`config.mk`:
```
export PLATFORM = sky130hd
export DESIGN_NAME = cwsh_div
export DESIGN_NICKNAME = d
export VERILOG_FILES = /design/src/hw/rtl/cwsh_pkg.sv /design/src/hw/rtl/cwsh_div.sv
export SDC_FILE = /design/constraint.sdc
export NUM_CORES = 1
export LEC_CHECK = 0
export BUFFER_PORTS_ARGS = -buffer_cell sky130_fd_sc_hd__buf_2
export CAP_MARGIN = 10
export CORE_ASPECT_RATIO = 0.75
export CORE_MARGIN = 2
export CORE_UTILIZATION = 54
export DETAILED_ROUTE_END_ITERATION = 16
export PLACE_DENSITY = 0.85
export REMOVE_ABC_BUFFERS = 1
export SETUP_SLACK_MARGIN = 0.02
export SLEW_MARGIN = 20
export SYNTH_ARGS = -nofsm -noshare
export SYNTH_HDL_FRONTEND = slang
export SYNTH_SLANG_ARGS = --single-unit
```
`constraint.sdc`:
```
create_clock -name i_clk -period 3.1 [get_ports i_clk]
set_input_delay 0.31 -clock i_clk [delete_from_list [all_inputs] [get_ports i_clk]]
set_output_delay 0.31 -clock i_clk [all_outputs]
set_load 0.02 [all_outputs]
```
`src/hw/rtl/cwsh_pkg.sv`:
```
package cwsh_pkg;

    localparam int RADIUS     = 3;
    localparam int MAX_WIDTH  = 256;
    localparam int WIN        = 2 * RADIUS + 1;
    localparam int CELLS      = WIN * WIN;
    localparam int DEPTH      = 2 * RADIUS * MAX_WIDTH + 2 * RADIUS + 1;
    localparam int AW         = $clog2(DEPTH);
    localparam int FW         = $clog2(DEPTH + 1);
    localparam int WB         = $clog2(MAX_WIDTH + 1);
    localparam int IW         = $clog2(WIN);
    localparam int CW         = $clog2(CELLS + 1);
    localparam int SW         = 16 + CW;
    localparam int DCW        = $clog2(SW);
    localparam int SQ_W       = $clog2(2 * RADIUS * RADIUS + 1);
    localparam int CCW        = $clog2((RADIUS + 1) * MAX_WIDTH);
    localparam int CSW        = CCW + 1;
    localparam int CMP_W      = 8;
    localparam int REACH_W    = 5;
    localparam int MWIDTH_W   = 9;
    localparam int CFG_IDX_W  = 2;
    localparam int CFG_DATA_W = 9;

    typedef enum logic [CFG_IDX_W-1:0] {
        CFG_REACH_SQ  = 2'd0,
        CFG_MAP_WIDTH = 2'd1,
        CFG_USE_MEAN  = 2'd2
    } t_cfg_idx;

    typedef struct packed {
        logic              action;
        logic signed [15:0] height;
        logic              known;
    } t_in_item;

    typedef struct packed {
        logic [15:0] step_height;
        logic        has_value;
    } t_out_item;

    typedef struct packed {
        logic        in_map;
        logic        known;
        logic [15:0] height;
    } t_entry;

    typedef struct packed {
        logic          wr;
        t_entry        wdata;
        logic          rd;
        logic [AW-1:0] back;
    } t_store_req;

    typedef struct packed {
        logic        used;
        logic [15:0] val;
    } t_cell_data;

    typedef struct packed {
        logic shift;
        logic comp;
    } t_cell_ctl;

    typedef enum logic [3:0] {
        S_IDLE,
        S_CCOL,
        S_CTR,
        S_CWAIT,
        S_LOAD,
        S_LAST,
        S_COMP,
        S_DRAIN,
        S_DSTART,
        S_DIV,
        S_DONE
    } t_state;

    function automatic logic [SQ_W-1:0] off_sq(logic [IW-1:0] i, logic [IW-1:0] j);
        logic [IW-1:0]   dx;
        logic [IW-1:0]   dy;
        logic [SQ_W-1:0] a;
        logic [SQ_W-1:0] b;
        dx = (i >= IW'(RADIUS)) ? i - IW'(RADIUS) : IW'(RADIUS) - i;
        dy = (j >= IW'(RADIUS)) ? j - IW'(RADIUS) : IW'(RADIUS) - j;
        a  = SQ_W'(dx);
        b  = SQ_W'(dy);
        return a * a + b * b;
    endfunction

endpackage

```
`src/hw/rtl/cwsh_div.sv`:
```
module cwsh_div (
    input  logic                    i_clk,
    input  logic                    i_rst_n,
    input  logic                    i_start,
    input  logic [cwsh_pkg::SW-1:0] i_num,
    input  logic [cwsh_pkg::CW-1:0] i_den,
    output logic                    o_done,
    output logic [cwsh_pkg::SW-1:0] o_quot
);

    logic                     r_busy;
    logic                     r_done;
    logic [cwsh_pkg::DCW-1:0] r_cnt;
    logic [cwsh_pkg::SW-1:0]  r_q;
    logic [cwsh_pkg::CW-1:0]  r_rem;
    logic [cwsh_pkg::CW-1:0]  r_den;
    logic [cwsh_pkg::CW:0]    trial;
    logic [cwsh_pkg::CW:0]    t_sub;
    logic                     ge;
    logic [cwsh_pkg::CW-1:0]  n_rem;

    assign trial = {r_rem, r_q[cwsh_pkg::SW-1]};
    assign t_sub = trial - {1'b0, r_den};
    assign ge    = trial >= {1'b0, r_den};
    assign n_rem = ge ? t_sub[cwsh_pkg::CW-1:0] : trial[cwsh_pkg::CW-1:0];

    always_ff @(posedge i_clk) begin
        if (!i_rst_n) begin
            r_busy <= 1'b0;
            r_done <= 1'b0;
            r_cnt  <= '0;
        end else begin
            r_done <= 1'b0;
            if (i_start) begin
                r_busy <= 1'b1;
                r_cnt  <= '0;
            end else if (r_busy) begin
                if (r_cnt == cwsh_pkg::DCW'(cwsh_pkg::SW - 1)) begin
                    r_busy <= 1'b0;
                    r_done <= 1'b1;
                end else begin
                    r_cnt <= r_cnt + 1'b1;
                end
            end
        end
    end

    always_ff @(posedge i_clk) begin
        if (i_start) begin
            r_q   <= i_num;
            r_rem <= '0;
            r_den <= i_den;
        end else if (r_busy) begin
            r_q   <= {r_q[cwsh_pkg::SW-2:0], ge};
            r_rem <= n_rem;
        end
    end

    assign o_done = r_done;
    assign o_quot = r_q;

endmodule
```
==> results.md <==
- Worst hold path startpoint: i_den[1]
- Maxcap violations: 0
- Worst hold slack: 0.193 ns
- Die Wd: 73.9 µm
- Peak Freq: 479 MHz
- Hold EP: r_den[1]
- Yosys reg bits: 41
- Clock power frac: 0.262
- Synth cell types: 33
- Dpl hpwl: 2750 µm
- Met2 usage: 0.288
- Core area: 3590 µm²
- Yosys Warn Count: 0
- Post-Synthesis Cells: 157
- FP Rows: 19
- Worst Skew: 0.00651 ns
- Die ar.: 4170 µm²
- PwrDens: 547 nW/µm²
- Gr ovfl total: 0
- Leak: 0.00100 µW
- Register area share after synthesis: 0.557
- First-pass GRT wire length: 6310 µm
- Setup crit start: r_den[4]
- Unrepaired setup endpoints after global routing: false
- Seq pwr share: 0.522
- Worst vdd ir: 0.327 mV
- Met1 usage: 0.304
- Share of cells above drive strength 1: 0.394
- GP Congestion: 0.809
- Total GRT Usage: 0.204
- Cts bufs inserted: 5
- Detailed Route WL: 3840 µm
- Internal power: 927 µW
- Detail-routed via count per cell: 5.27
- Startpoint types: flip-flop
- Reg2Reg Depth: 6
- CTS sink count: 41
- Nets@finish: 253
- Setup crit end kind: flip-flop
- Cell area after synthesis: 1980 µm²
- Sw Ratio: 0.284
- Layout Cells excl Fill: 265
- Reg-to-reg startpoint: r_den[4]
- Crit path cell chain: inv_1, ha_1, a21o_1, a211o_1, a41o_1, mux2_2
- Most common cell after layout, fill and taps aside: buf_2
- Post-CTS Resized: 0
- Drc violations: 0
- Share of the clock period used by the worst path: 0.674
- WHS Path Cells: 1
- Clock Path Buffers: 2
- I/O pin count: 54
- Arr. time, crit path: 2.14 ns
- Routed Antenna Nets: 0
- Final setup vio count: 0
- Met3 GRT Util: 0.0449
- HP Class: in2reg
- Post-CTS Setup Inserts: 0
- Buffers on Ports: 53
- Most crowded layer after global routing: met1
- CTS tree: yes
- Slew HR: 0.418
- R2R Path End: o_quot[0]
- Switch Pwr: 368 µW
- Area delta synth->final: 19.9%
- Die height: 56.4 µm
- Initial antenna violation count: 0
- CTS Hold Buffers Added: 0
- Combinational power share: 0.216
- Outcome: finished clean
- Sequential Area: 1100 µm²
- Slew of the pin with the lowest slew margin: 0.871 ns
- Area of the multi-input gates: 801 µm²
- Placed insts: 257
- Top fanout value on the critical path: 9
- Placement Cell Area: 2280 µm²
- Commonest non-fill, non-tap cells in the layout: buf_2, edfxtp_1, mux2_2, nor2_1, dfxtp_1
- Crit-path slowest cell: edfxtp_1
- Number of diodes: 0
- Slowest stage delay, CP: 0.39 ns
- CP Class: reg2reg
- DR pass1 iterations: 4
- Clk Tree Root Cell: clkbuf_8
- Clk_lat worst skew: 0.29 ns
- Drt wl/cell: 14.5 µm
- Mean Syn Cell Area: 12.6 µm²
- # fillers: 273
- Initial Util: 0.551
- Setup tns final: 0 ns
- Clk pin slew, worst setup/hold paths: 0.08 ns
- R2R setup slack: 1.01 ns
- Iteration-0 DRC Markers: 46
- Via Count: 1397
- Largest net degree at the start of global routing: 37
- Critical path required time: 3.15 ns
- Slew Viols, Final: 0
- Post-route cell area: 2370 µm²
- Vias in the first global route: 1328
- H-tree levels: 2
- Final Hold Fails: 0
- Tmin final: 2.09 ns
metrics by stage:
stage | power [µW] | util | setup WS (ns)
after floorplan | 868 | - | 1.17
after global placement | 954 | 0.636 | 1.09
after detailed placement | 963 | 0.636 | 1.03
after CTS | 1300 | 0.660 | 1.03
after global routing | 1350 | 0.660 | 0.909
final | 1300 | 0.660 | 1.01
power by group through the flow:
stage	sequential (µW)	clock, µW	combinational [µW]
5_1_grt	682	363	307
3_5_place_dp	687	0	276
6_report	676	339	280
2_1_floorplan	720	0	147
4_1_cts	676	344	280
3_3_place_gp	686	0	268
cells by family after synthesis:
kind of cell,Yosys count,share of synthesized area
buffers and inverters,18,0.0380
AOI/OAI and AO/OA,21,0.0747
muxes,27,0.151
adders and majority gates,10,0.0671
DFF,41,0.557
xor gates and xnor gates,7,0.0310
and+or+nand+nor,33,0.0810
synth_stat cells:
master	n	share of area
a211o_1	1	0.0044
a211oi_1	4	0.015
a211oi_2	1	0.0063
a21o_1	1	0.0038
a21oi_1	4	0.010
a22oi_1	1	0.0038
a41o_1	1	0.0051
and2_1	1	0.0032
buf_1	3	0.0057
buf_6	1	0.0057
clkbuf_1	2	0.0038
dfxtp_1	13	0.13
edfxtp_1	28	0.43
fa_1	1	0.010
ha_1	9	0.057
inv_1	12	0.023
mux2_2	23	0.13
mux2i_1	4	0.020
nand2_1	5	0.0095
nand2b_1	2	0.0063
nand3_1	1	0.0025
nand4_1	2	0.0063
nand4b_1	2	0.0089
nor2_1	14	0.027
nor2b_1	2	0.0063
nor3_1	3	0.0076
nor3b_1	1	0.0038
o21a_1	2	0.0076
o21ai_0	4	0.010
o311ai_0	1	0.0044
o31ai_1	1	0.0038
xnor2_1	2	0.0089
xor2_1	5	0.022
how the worst max path moves through the flow:
stage                           end  slack, ns  cells after the start
final                     o_quot[0]       1.01                      6
after CTS                 o_quot[0]       1.03                      6
after floorplan           o_quot[0]       1.17                      6
after global placement    o_quot[0]       1.09                      6
after detailed placement  o_quot[0]       1.03                      6
after global routing       r_rem[4]       0.91                      7
critical path: cells and delay by family, from the launching register on:
family,cells,cell delay [ns]
compound gates,3,0.79
fa+ha+maj,1,0.28
buf+inv,1,0.08
flops,1,0.39
mux,1,0.31
sequential cells by signal, indices dropped and copies added, names as in the netlist:
register,cells
r_cnt,5
r_den,6
r_busy,1
r_rem,6
o_done,1
o_quot,22
area by class of cell:
type / count / share of cell area
inverters: 12 / 0.0190
clock buffers: 7 / 0.0322
repair buffers: 54 / 0.115
flip-flops and latches: 41 / 0.465
well taps: 52 / 0.0275
clock inverters: 1 / 0.00370
multi-input cells: 98 / 0.338
metal layers:
| metal | share of wire | vias up | wire [µm] |
|---|---|---|---|
| met5 | 0 | - | 0 |
| met4 | 0.014 | 0 | 53 |
| met3 | 0.050 | 6 | 194 |
| met2 | 0.45 | 42 | 1730 |
| met1 | 0.49 | 671 | 1870 |
| li1 | - | 678 | - |
Power figures use the tool's default switching activity.
