===== src/hw/rtl/cwsh_pkg.sv =====
package cwsh_pkg;

    localparam int RADIUS     = 3;
    localparam int MAX_WIDTH  = 256;
    localparam int WIN        = 2 * RADIUS + 1;
    localparam int CELLS      = WIN * WIN;
    localparam int DEPTH      = 2 * RADIUS * MAX_WIDTH + 2 * RADIUS + 1;
    localparam int AW         = $clog2(DEPTH);
    localparam int FW         = $clog2(DEPTH + 1);
    localparam int WB         = $clog2(MAX_WIDTH + 1);
    localparam int IW         = $clog2(WIN);
    localparam int CW         = $clog2(CELLS + 1);
    localparam int SW         = 16 + CW;
    localparam int DCW        = $clog2(SW);
    localparam int SQ_W       = $clog2(2 * RADIUS * RADIUS + 1);
    localparam int CCW        = $clog2((RADIUS + 1) * MAX_WIDTH);
    localparam int CSW        = CCW + 1;
    localparam int CMP_W      = 8;
    localparam int REACH_W    = 5;
    localparam int MWIDTH_W   = 9;
    localparam int CFG_IDX_W  = 2;
    localparam int CFG_DATA_W = 9;

    typedef enum logic [CFG_IDX_W-1:0] {
        CFG_REACH_SQ  = 2'd0,
        CFG_MAP_WIDTH = 2'd1,
        CFG_USE_MEAN  = 2'd2
    } t_cfg_idx;

    typedef struct packed {
        logic              action;
        logic signed [15:0] height;
        logic              known;
    } t_in_item;

    typedef struct packed {
        logic [15:0] step_height;
        logic        has_value;
    } t_out_item;

    typedef struct packed {
        logic        in_map;
        logic        known;
        logic [15:0] height;
    } t_entry;

    typedef struct packed {
        logic          wr;
        t_entry        wdata;
        logic          rd;
        logic [AW-1:0] back;
    } t_store_req;

    typedef struct packed {
        logic        used;
        logic [15:0] val;
    } t_cell_data;

    typedef struct packed {
        logic shift;
        logic comp;
    } t_cell_ctl;

    typedef enum logic [3:0] {
        S_IDLE,
        S_CCOL,
        S_CTR,
        S_CWAIT,
        S_LOAD,
        S_LAST,
        S_COMP,
        S_DRAIN,
        S_DSTART,
        S_DIV,
        S_DONE
    } t_state;

    function automatic logic [SQ_W-1:0] off_sq(logic [IW-1:0] i, logic [IW-1:0] j);
        logic [IW-1:0]   dx;
        logic [IW-1:0]   dy;
        logic [SQ_W-1:0] a;
        logic [SQ_W-1:0] b;
        dx = (i >= IW'(RADIUS)) ? i - IW'(RADIUS) : IW'(RADIUS) - i;
        dy = (j >= IW'(RADIUS)) ? j - IW'(RADIUS) : IW'(RADIUS) - j;
        a  = SQ_W'(dx);
        b  = SQ_W'(dy);
        return a * a + b * b;
    endfunction

endpackage


===== src/hw/rtl/cwsh_cell.sv =====
module cwsh_cell (
    input  logic                   i_clk,
    input  cwsh_pkg::t_cell_ctl    i_ctl,
    input  cwsh_pkg::t_cell_data   i_prev,
    input  logic [15:0]            i_center,
    output cwsh_pkg::t_cell_data   o_data
);

    cwsh_pkg::t_cell_data r_data;
    logic [16:0]          diff;
    logic [16:0]          mag;

    assign diff = {r_data.val[15], r_data.val} - {i_center[15], i_center};
    assign mag  = diff[16] ? (~diff + 17'd1) : diff;

    always_ff @(posedge i_clk) begin
        if (i_ctl.shift) begin
            r_data <= i_prev;
        end else if (i_ctl.comp) begin
            r_data.val <= mag[15:0];
        end
    end

    assign o_data = r_data;

endmodule


===== config.mk =====
export PLATFORM = sky130hd
export DESIGN_NAME = cwsh_cell
export DESIGN_NICKNAME = d
export VERILOG_FILES = /design/src/hw/rtl/cwsh_pkg.sv /design/src/hw/rtl/cwsh_cell.sv
export SDC_FILE = /design/constraint.sdc
export NUM_CORES = 1
export LEC_CHECK = 0
export BUFFER_PORTS_ARGS = -buffer_cell sky130_fd_sc_hd__buf_4
export CORE_ASPECT_RATIO = 1.75
export CORE_MARGIN = 2
export CORE_UTILIZATION = 57
export CTS_BUF_LIST = sky130_fd_sc_hd__clkbuf_8
export CTS_CLUSTER_DIAMETER = 80
export DETAILED_ROUTE_END_ITERATION = 10
export PLACE_DENSITY = 0.85
export SYNTH_ARGS = -nofsm -noshare
export SYNTH_HDL_FRONTEND = slang
export SYNTH_SLANG_ARGS = --single-unit

===== constraint.sdc =====
create_clock -name i_clk -period 4.77 [get_ports i_clk]
set_input_delay 0.2385 -clock i_clk [delete_from_list [all_inputs] [get_ports i_clk]]
set_output_delay 0.2385 -clock i_clk [all_outputs]
set_load 0.01 [all_outputs]

==> results of run 1 <==
## per-stage QoR
stage                     cells  power (mW)
final                       311        1.82
after global placement      307        1.67
after global routing        311        1.96
after floorplan             217        1.38
after CTS                   311        1.81
after detailed placement    307        1.69
## kinds of logic (layout without fill, tap and decap cells)
family / Yosys count / count (layout) / synth area share
xor gates and xnor gates: 20 / 20 / 0.0879
and+or+nand+nor: 57 / 57 / 0.161
muxes: 13 / 13 / 0.0729
AOI/OAI and AO/OA: 63 / 63 / 0.239
buffers and inverters: 29 / 78 / 0.0653
DFF: 17 / 17 / 0.256
adders and majority gates: 18 / 18 / 0.117
## area by class of cell
cell class	instances	area (um^2)
Clock buffer	3	41.3
Clock inverter	1	3.75
Fill cell	305	927
Inverter	22	82.6
Multi-Input combinational cell	171	1350
Sequential cell	17	510
Tap cell	45	56.3
Timing Repair Buffer	52	390
## metal layers
| metal | wire (um) | GRT usage | vias to the layer above |
|---|---|---|---|
| met5 | 0 | 0 | - |
| met4 | 81 | 0.126 | 0 |
| met3 | 143 | 0.0324 | 7 |
| met2 | 2740 | 0.503 | 48 |
| met1 | 1740 | 0.230 | 847 |
| li1 | - | - | 907 |
## where the power goes
part           switching [mW]  leakage (nW)  internal, mW
registers              0.0392         0.174         0.271
clock network          0.0538        0.0269        0.0574
logic                   0.758         0.910         0.637
total                   0.851          1.11         0.965
## worst min path at each step
stage | slack [ns] | cells past startpoint | from | endpoint
3_3_place_gp | 0.42 | 1 | i_prev[16] | o_data[16]
4_1_cts | 0.15 | 1 | i_prev[16] | o_data[16]
2_1_floorplan | 0.34 | 0 | i_prev[16] | o_data[16]
6_report | 0.15 | 1 | i_prev[16] | o_data[16]
3_5_place_dp | 0.42 | 1 | i_prev[16] | o_data[16]
5_1_grt | 0.16 | 1 | i_prev[16] | o_data[16]
## layout by cell type, fill, tap and decap left out, types with 3 or more instances in the layout
cell / netlist / routed
sky130_fd_sc_hd__a21o_1: 4 / 4
sky130_fd_sc_hd__a21oi_1: 12 / 12
sky130_fd_sc_hd__a41oi_1: 3 / 3
sky130_fd_sc_hd__and3_1: 4 / 4
sky130_fd_sc_hd__buf_4: 1 / 52
sky130_fd_sc_hd__clkbuf_8: 0 / 3
sky130_fd_sc_hd__edfxtp_1: 17 / 17
sky130_fd_sc_hd__ha_1: 17 / 17
sky130_fd_sc_hd__inv_1: 22 / 23
sky130_fd_sc_hd__mux2_2: 12 / 12
sky130_fd_sc_hd__nand2_1: 11 / 11
sky130_fd_sc_hd__nor2_1: 18 / 18
sky130_fd_sc_hd__nor3_1: 4 / 4
sky130_fd_sc_hd__o21ai_0: 12 / 12
sky130_fd_sc_hd__xnor2_1: 12 / 12
sky130_fd_sc_hd__xor2_1: 8 / 8
==> run_summary.xml, run 1 <==
<?xml version="1.0" encoding="UTF-8"?>
<metrics>
  <group name="critical_path">
    <metric name="critical_path_required" unit="ns">4.79</metric>
    <metric name="reg2reg_to" unit="">o_data[13]</metric>
    <metric name="cell_at_the_slowest_stage_of_the_critical_path" unit="">sky130_fd_sc_hd__fa_1</metric>
    <metric name="crit_chain" unit="">inv_1 -&gt; ha_1 -&gt; inv_1 -&gt; fa_1 -&gt; a21o_1 -&gt; a221o_2 -&gt; and4b_4 -&gt; a311o_1 -&gt; a211oi_1 -&gt; a41oi_1 -&gt; xnor2_1 -&gt; mux2_2</metric>
    <metric name="crit_type" unit="">register to register</metric>
    <metric name="critical_path_peak_fanout" unit="">5</metric>
    <metric name="cp.buffers_inverters" unit="">2</metric>
    <metric name="crit_start" unit="">o_data[0]</metric>
    <metric name="setup.reg_to_reg.worst_slack" unit="ns">1.20</metric>
    <metric name="setup.worst_path.start_class" unit="">register</metric>
    <metric name="regToRegStartpoint" unit="">o_data[0]</metric>
    <metric name="critical-path-top-cell-by-count" unit="">sky130_fd_sc_hd__inv_1</metric>
    <metric name="critical-path-max-stage-delay" unit="ns">0.41</metric>
    <metric name="worstPathArrival" unit="ns">3.58</metric>
    <metric name="critPathCapture" unit="">o_data[13]</metric>
    <metric name="timing.critical_path.to_type" unit="">register</metric>
    <metric name="reg2reg_path_depth" unit="">12</metric>
    <metric name="critPathTopFamily" unit="">compound AO/OA/AOI/OAI gates</metric>
    <metric name="critical_path_depth" unit="">12</metric>
  </group>
  <group name="timing">
    <metric name="period_utilisation_layout" unit="">0.748</metric>
    <metric name="maxSlewViolCount" unit="">0</metric>
    <metric name="accumulated_negative_setup_slack" unit="ns">0</metric>
    <metric name="timing.max_slew.rel_slack" unit="">0.540</metric>
    <metric name="fin_ws" unit="ns">1.20</metric>
    <metric name="fin_worst_hold_slack" unit="ns">0.151</metric>
    <metric name="finalCriticalPeriod" unit="ns">3.57</metric>
    <metric name="max_freq" unit="GHz">0.280</metric>
    <metric name="worst_slew_pin_slew" unit="ns">0.691</metric>
    <metric name="rsz0062_at_grt" unit="">false</metric>
    <metric name="report.final.hold_viol_count" unit="">0</metric>
    <metric name="timing.final.setup_violations" unit="">0</metric>
    <metric name="timing.clock.skew" unit="ns">0.00205</metric>
  </group>
  <group name="yosys">
    <metric name="yosysMostFrequentCell" unit="">sky130_fd_sc_hd__inv_1</metric>
    <metric name="synthArstFlopShare" unit="">0</metric>
    <metric name="synthesis.yosys.warnings" unit="">0</metric>
    <metric name="netlist.area_leader.share" unit="">0.256</metric>
    <metric name="yosys.area.top_type" unit="">sky130_fd_sc_hd__edfxtp_1</metric>
    <metric name="synthCells" unit="">217</metric>
    <metric name="netlist_top_cells_count" unit="">22 x sky130_fd_sc_hd__inv_1, 18 x sky130_fd_sc_hd__nor2_1, 17 x sky130_fd_sc_hd__edfxtp_1, 17 x sky130_fd_sc_hd__ha_1</metric>
    <metric name="syn_area" unit="um^2">1990</metric>
    <metric name="yosys_most_used_dff" unit="">sky130_fd_sc_hd__edfxtp_1</metric>
    <metric name="flip_flop_and_latch_count_after_synthesis" unit="">17</metric>
    <metric name="ys_top_cells_by_area" unit="">sky130_fd_sc_hd__edfxtp_1 26%, sky130_fd_sc_hd__ha_1 11%, sky130_fd_sc_hd__mux2_2 6.8%</metric>
    <metric name="synth.yosys.seq_area_share" unit="">0.256</metric>
    <metric name="synth_nets" unit="">271</metric>
    <metric name="number_of_enable_flip_flop_cells_after_synthesis" unit="">17</metric>
    <metric name="synth_area_per_cell" unit="um^2">9.18</metric>
    <metric name="synth_cell_type_count" unit="">64</metric>
  </group>
  <group name="drt">
    <metric name="wl_per_cell" unit="um">15.1</metric>
    <metric name="remaining_drc_errors" unit="">0</metric>
    <metric name="firstDrtPassIters" unit="">4</metric>
    <metric name="total_via_count_in_the_routed_design" unit="">1809</metric>
    <metric name="drt-total-wl" unit="um">4700</metric>
    <metric name="initialDrtViolationCount" unit="">42</metric>
    <metric name="antenna_violating_nets_post_route" unit="">0</metric>
    <metric name="drt-vias-per-instance" unit="">5.82</metric>
  </group>
  <group name="flow_run">
    <metric name="max_cap_violations" unit="">0</metric>
  </group>
  <group name="cts">
    <metric name="cts-hold-fix-buffers" unit="">0</metric>
    <metric name="htree_levels" unit="">1</metric>
    <metric name="cts_setup_buffers" unit="">0</metric>
    <metric name="tritoncts" unit="">yes</metric>
    <metric name="numCtsBuffers" unit="">3</metric>
    <metric name="cts.clk_slew.worst_paths" unit="ns">0.07</metric>
    <metric name="ctsRootBufferMaster" unit="">sky130_fd_sc_hd__clkbuf_8</metric>
    <metric name="postCtsResizedCells" unit="">0</metric>
    <metric name="cts_sinks" unit="">17</metric>
    <metric name="clock_latency" unit="ns">0.26</metric>
    <metric name="clock_path_buffers" unit="">2</metric>
  </group>
  <group name="grt">
    <metric name="via_count_of_the_first_global_routing_pass" unit="">1844</metric>
    <metric name="grt_max_degree" unit="">25</metric>
    <metric name="grt_pass1_wl" unit="um">7670</metric>
    <metric name="grt_ovf" unit="">0</metric>
    <metric name="grt_antenna_before_repair" unit="">0</metric>
    <metric name="grtUsageTotal" unit="">0.244</metric>
  </group>
  <group name="finish">
    <metric name="area.growth.synth_to_final" unit="%">22.3</metric>
    <metric name="num-nets-final" unit="">321</metric>
    <metric name="layout_cells_sized_above_1" unit="">0.305</metric>
    <metric name="max_reg_flops" unit="">17</metric>
    <metric name="utilization" unit="">0.724</metric>
    <metric name="diodes" unit="">0</metric>
    <metric name="finish.instance_area" unit="um^2">2440</metric>
  </group>
  <group name="floorplan">
    <metric name="die_width" unit="um">48.7</metric>
    <metric name="placementRows" unit="">28</metric>
    <metric name="fp.dieArea" unit="um^2">4000</metric>
    <metric name="floorplan.io_pins" unit="">53</metric>
    <metric name="core" unit="um^2">3360</metric>
    <metric name="die_height" unit="um">82.2</metric>
    <metric name="floorplan.initialDensity" unit="">0.592</metric>
  </group>
  <group name="place">
    <metric name="postPlaceCellArea" unit="um^2">2390</metric>
    <metric name="dpl_hpwl" unit="um">3760</metric>
    <metric name="portBuffers" unit="">52</metric>
    <metric name="detailedPlace.worstSlack" unit="ns">1.24</metric>
    <metric name="routability_driven_placement_congestion_ratio" unit="">0.954</metric>
  </group>
  <group name="pwr">
    <metric name="powerDensity" unit="nW/um^2">745</metric>
    <metric name="leakage" unit="nW">1.11</metric>
    <metric name="peakVddDrop" unit="mV">0.406</metric>
  </group>
  <group name="status">
    <metric name="status" unit="">complete, no violations</metric>
  </group>
  <group name="worst_hold_path">
    <metric name="hold_crit_class" unit="">input pin to register</metric>
  </group>
</metrics>
(Power assumes the default switching activity.)
==> run 2, diff against run 1 <==
CORE_UTILIZATION = 50   (was 57)
PLACE_DENSITY = 0.79   (was 0.85)
clock period = 3.1 ns   (was 4.77 ns; I/O delays follow)
==> run 2 against run 1 <==
Effect of this change: first-iteration DRC count rose by 38%; wire length rose by 21%; sequential share of layout area fell by 3.4 points; sequential cell count did not move; critical path type unchanged; maximum frequency rose by 6.4%; combinational power rose by 120%; clock skew rose by 0.00063 ns; the flow now finishes with violations (negative setup slack).
==> run_summary.xml, run 2 (same netlist as run 1, synthesis figures left out) <==
<?xml version="1.0" encoding="UTF-8"?>
<metrics>
  <group name="timing">
    <metric name="period_utilisation_layout" unit="">1.08</metric>
    <metric name="timing.max_slew.rel_slack" unit="">0.603</metric>
    <metric name="worst_slew_pin_slew" unit="ns">0.589</metric>
    <metric name="finalCriticalPeriod" unit="ns">3.35</metric>
    <metric name="max_freq" unit="GHz">0.298</metric>
    <metric name="rsz0062_at_grt" unit="">true</metric>
    <metric name="fin_ws" unit="ns">-0.254</metric>
    <metric name="timing.final.setup_violations" unit="">15</metric>
    <metric name="report.final.hold_viol_count" unit="">0</metric>
    <metric name="accumulated_negative_setup_slack" unit="ns">-2.28</metric>
    <metric name="timing.clock.skew" unit="ns">0.00267</metric>
    <metric name="maxSlewViolCount" unit="">0</metric>
  </group>
  <group name="floorplan">
    <metric name="die_width" unit="um">51.7</metric>
    <metric name="floorplan.initialDensity" unit="">0.515</metric>
    <metric name="fp.dieArea" unit="um^2">4520</metric>
    <metric name="core" unit="um^2">3870</metric>
    <metric name="floorplan.io_pins" unit="">53</metric>
    <metric name="placementRows" unit="">30</metric>
    <metric name="die_height" unit="um">87.5</metric>
  </group>
  <group name="status">
    <metric name="status" unit="">complete, but fails checks</metric>
    <metric name="failed_checks" unit="">negative setup slack</metric>
  </group>
  <group name="pwr">
    <metric name="peakVddDrop" unit="mV">0.830</metric>
    <metric name="leakage" unit="nW">1.33</metric>
    <metric name="powerDensity" unit="nW/um^2">1250</metric>
  </group>
  <group name="worst_hold_path">
    <metric name="hold_crit_class" unit="">input pin to register</metric>
    <metric name="worstHoldStart" unit="">i_prev[16]</metric>
  </group>
  <group name="cts">
    <metric name="cts-hold-fix-buffers" unit="">0</metric>
    <metric name="clock_path_buffers" unit="">2</metric>
    <metric name="cts_sinks" unit="">17</metric>
    <metric name="ctsRootBufferMaster" unit="">sky130_fd_sc_hd__clkbuf_8</metric>
    <metric name="tritoncts" unit="">yes</metric>
    <metric name="clock_latency" unit="ns">0.26</metric>
    <metric name="numCtsBuffers" unit="">3</metric>
    <metric name="htree_levels" unit="">1</metric>
    <metric name="cts.clk_slew.worst_paths" unit="ns">0.07</metric>
  </group>
  <group name="place">
    <metric name="dpl_hpwl" unit="um">4140</metric>
    <metric name="portBuffers" unit="">52</metric>
    <metric name="routability_driven_placement_congestion_ratio" unit="">0.901</metric>
    <metric name="number_of_cells_in_the_design_after_placement" unit="">333</metric>
  </group>
  <group name="critical_path">
    <metric name="crit_type" unit="">register to register</metric>
    <metric name="critical-path-max-stage-delay" unit="ns">0.43</metric>
    <metric name="critical_path_required" unit="ns">3.11</metric>
    <metric name="crit_start" unit="">o_data[0]</metric>
    <metric name="critical_path_peak_fanout" unit="">5</metric>
    <metric name="crit_chain" unit="">inv_1 -&gt; ha_2 -&gt; inv_2 -&gt; fa_2 -&gt; a21o_1 -&gt; a221o_2 -&gt; and4b_4 -&gt; a311o_1 -&gt; a2111oi_4 -&gt; a41oi_2 -&gt; xnor2_1 -&gt; mux2_2</metric>
    <metric name="worstPathArrival" unit="ns">3.37</metric>
    <metric name="setup.reg_to_reg.worst_slack" unit="ns">-0.25</metric>
    <metric name="cell_at_the_slowest_stage_of_the_critical_path" unit="">sky130_fd_sc_hd__a221o_2</metric>
    <metric name="setup.worst_path.start_class" unit="">register</metric>
    <metric name="timing.critical_path.to_type" unit="">register</metric>
    <metric name="regToRegStartpoint" unit="">o_data[0]</metric>
  </group>
  <group name="drt">
    <metric name="initialDrtViolationCount" unit="">58</metric>
    <metric name="antenna_violating_nets_post_route" unit="">0</metric>
    <metric name="firstDrtPassIters" unit="">4</metric>
    <metric name="total_via_count_in_the_routed_design" unit="">1979</metric>
    <metric name="drt-total-wl" unit="um">5680</metric>
    <metric name="drt-vias-per-instance" unit="">5.70</metric>
    <metric name="remaining_drc_errors" unit="">0</metric>
    <metric name="wl_per_cell" unit="um">16.4</metric>
  </group>
  <group name="finish">
    <metric name="area.growth.synth_to_final" unit="%">45.8</metric>
    <metric name="layout_cells_sized_above_1" unit="">0.455</metric>
    <metric name="max_reg_flops" unit="">17</metric>
    <metric name="mostFrequentLayoutCells" unit="">81 x sky130_fd_sc_hd__buf_4, 22 x sky130_fd_sc_hd__inv_1, 17 x sky130_fd_sc_hd__edfxtp_1, 16 x sky130_fd_sc_hd__ha_1, 12 x sky130_fd_sc_hd__nor2_1</metric>
    <metric name="diodes" unit="">0</metric>
    <metric name="layout.cells.non_filler" unit="">347</metric>
    <metric name="mostFrequentLayoutCell" unit="">sky130_fd_sc_hd__buf_4</metric>
    <metric name="num-nets-final" unit="">354</metric>
  </group>
  <group name="grt">
    <metric name="grt_ovf" unit="">0</metric>
    <metric name="grt_pass1_wl" unit="um">8640</metric>
    <metric name="grt_antenna_before_repair" unit="">0</metric>
    <metric name="grtUsageTotal" unit="">0.252</metric>
    <metric name="via_count_of_the_first_global_routing_pass" unit="">1995</metric>
    <metric name="grt_max_degree" unit="">25</metric>
  </group>
  <group name="flow_run">
    <metric name="max_cap_violations" unit="">0</metric>
  </group>
</metrics>
==> run 2: changes by cell type in the layout (fill, tap and decap cells not counted), sizes merged <==
cell,change
buf,+33
==> run 2: path summary, 6_finish.rpt <==
kind | to | cells after the start
max | o_data[15] | 12
min | o_data[16] | 1
max reg2reg | o_data[15] | 12
min reg2reg | o_data[0] | 3
==> run 2: what timing repair did <==
item                       CTS  global route
pin swaps                    9            12
resized for setup           17            21
hold endpoints to repair     0             0
setup endpoints to repair   12            15
setup buffers                6             5
==> run 2: critical path, delay by kind of cell (launching register included) <==
kind / cells / cell delay, ns
flip-flops: 1 / 0.39
XOR/XNOR: 1 / 0.14
AO/OA/AOI/OAI: 5 / 1.45
AND/OR/NAND/NOR: 1 / 0.23
adder cells (fa/ha/maj): 2 / 0.52
multiplexers: 1 / 0.26
buffers and inverters: 2 / 0.11
==> run 2: metal layers <==
layer,routed length [um],part of all wire,track usage,vias up
met4,206,0.036,0.110,0
met1,1920,0.34,0.253,945
met5,0,0,0,-
met3,130,0.023,0.0241,17
met2,3430,0.60,0.497,48
li1,-,-,-,969
==> run 2: cell type report <==
| type | count | area (um^2) |
|---|---|---|
| clock inverter | 1 | 3.75 |
| multi-input combinational | 171 | 1550 |
| clock buffer | 3 | 41.3 |
| fill | 297 | 962 |
| tap | 48 | 60.1 |
| timing repair buffer | 85 | 657 |
| inverter | 22 | 82.6 |
| sequential | 17 | 510 |
==> run 2: power by group <==
group          leakage (nW)  switching [mW]  total [mW]  internal [mW]
Combinational          1.13            1.52        2.99           1.47
Clock                0.0269          0.0837       0.172         0.0882
Sequential            0.174          0.0624       0.479          0.417
==> run 2: through the flow <==
stage	total power [mW]	worst slack [ns]	hold WS (ns)	util	cell area, um^2
3_5_place_dp	3.01	-0.224	0.335	0.677	2620
4_1_cts	3.36	-0.217	0.0683	0.716	2770
3_3_place_gp	2.97	-0.175	0.333	0.677	2620
5_1_grt	3.90	-0.425	0.0689	0.751	2900
6_report	3.64	-0.254	0.0713	0.751	2900
2_1_floorplan	2.21	-0.127	0.254	-	2050
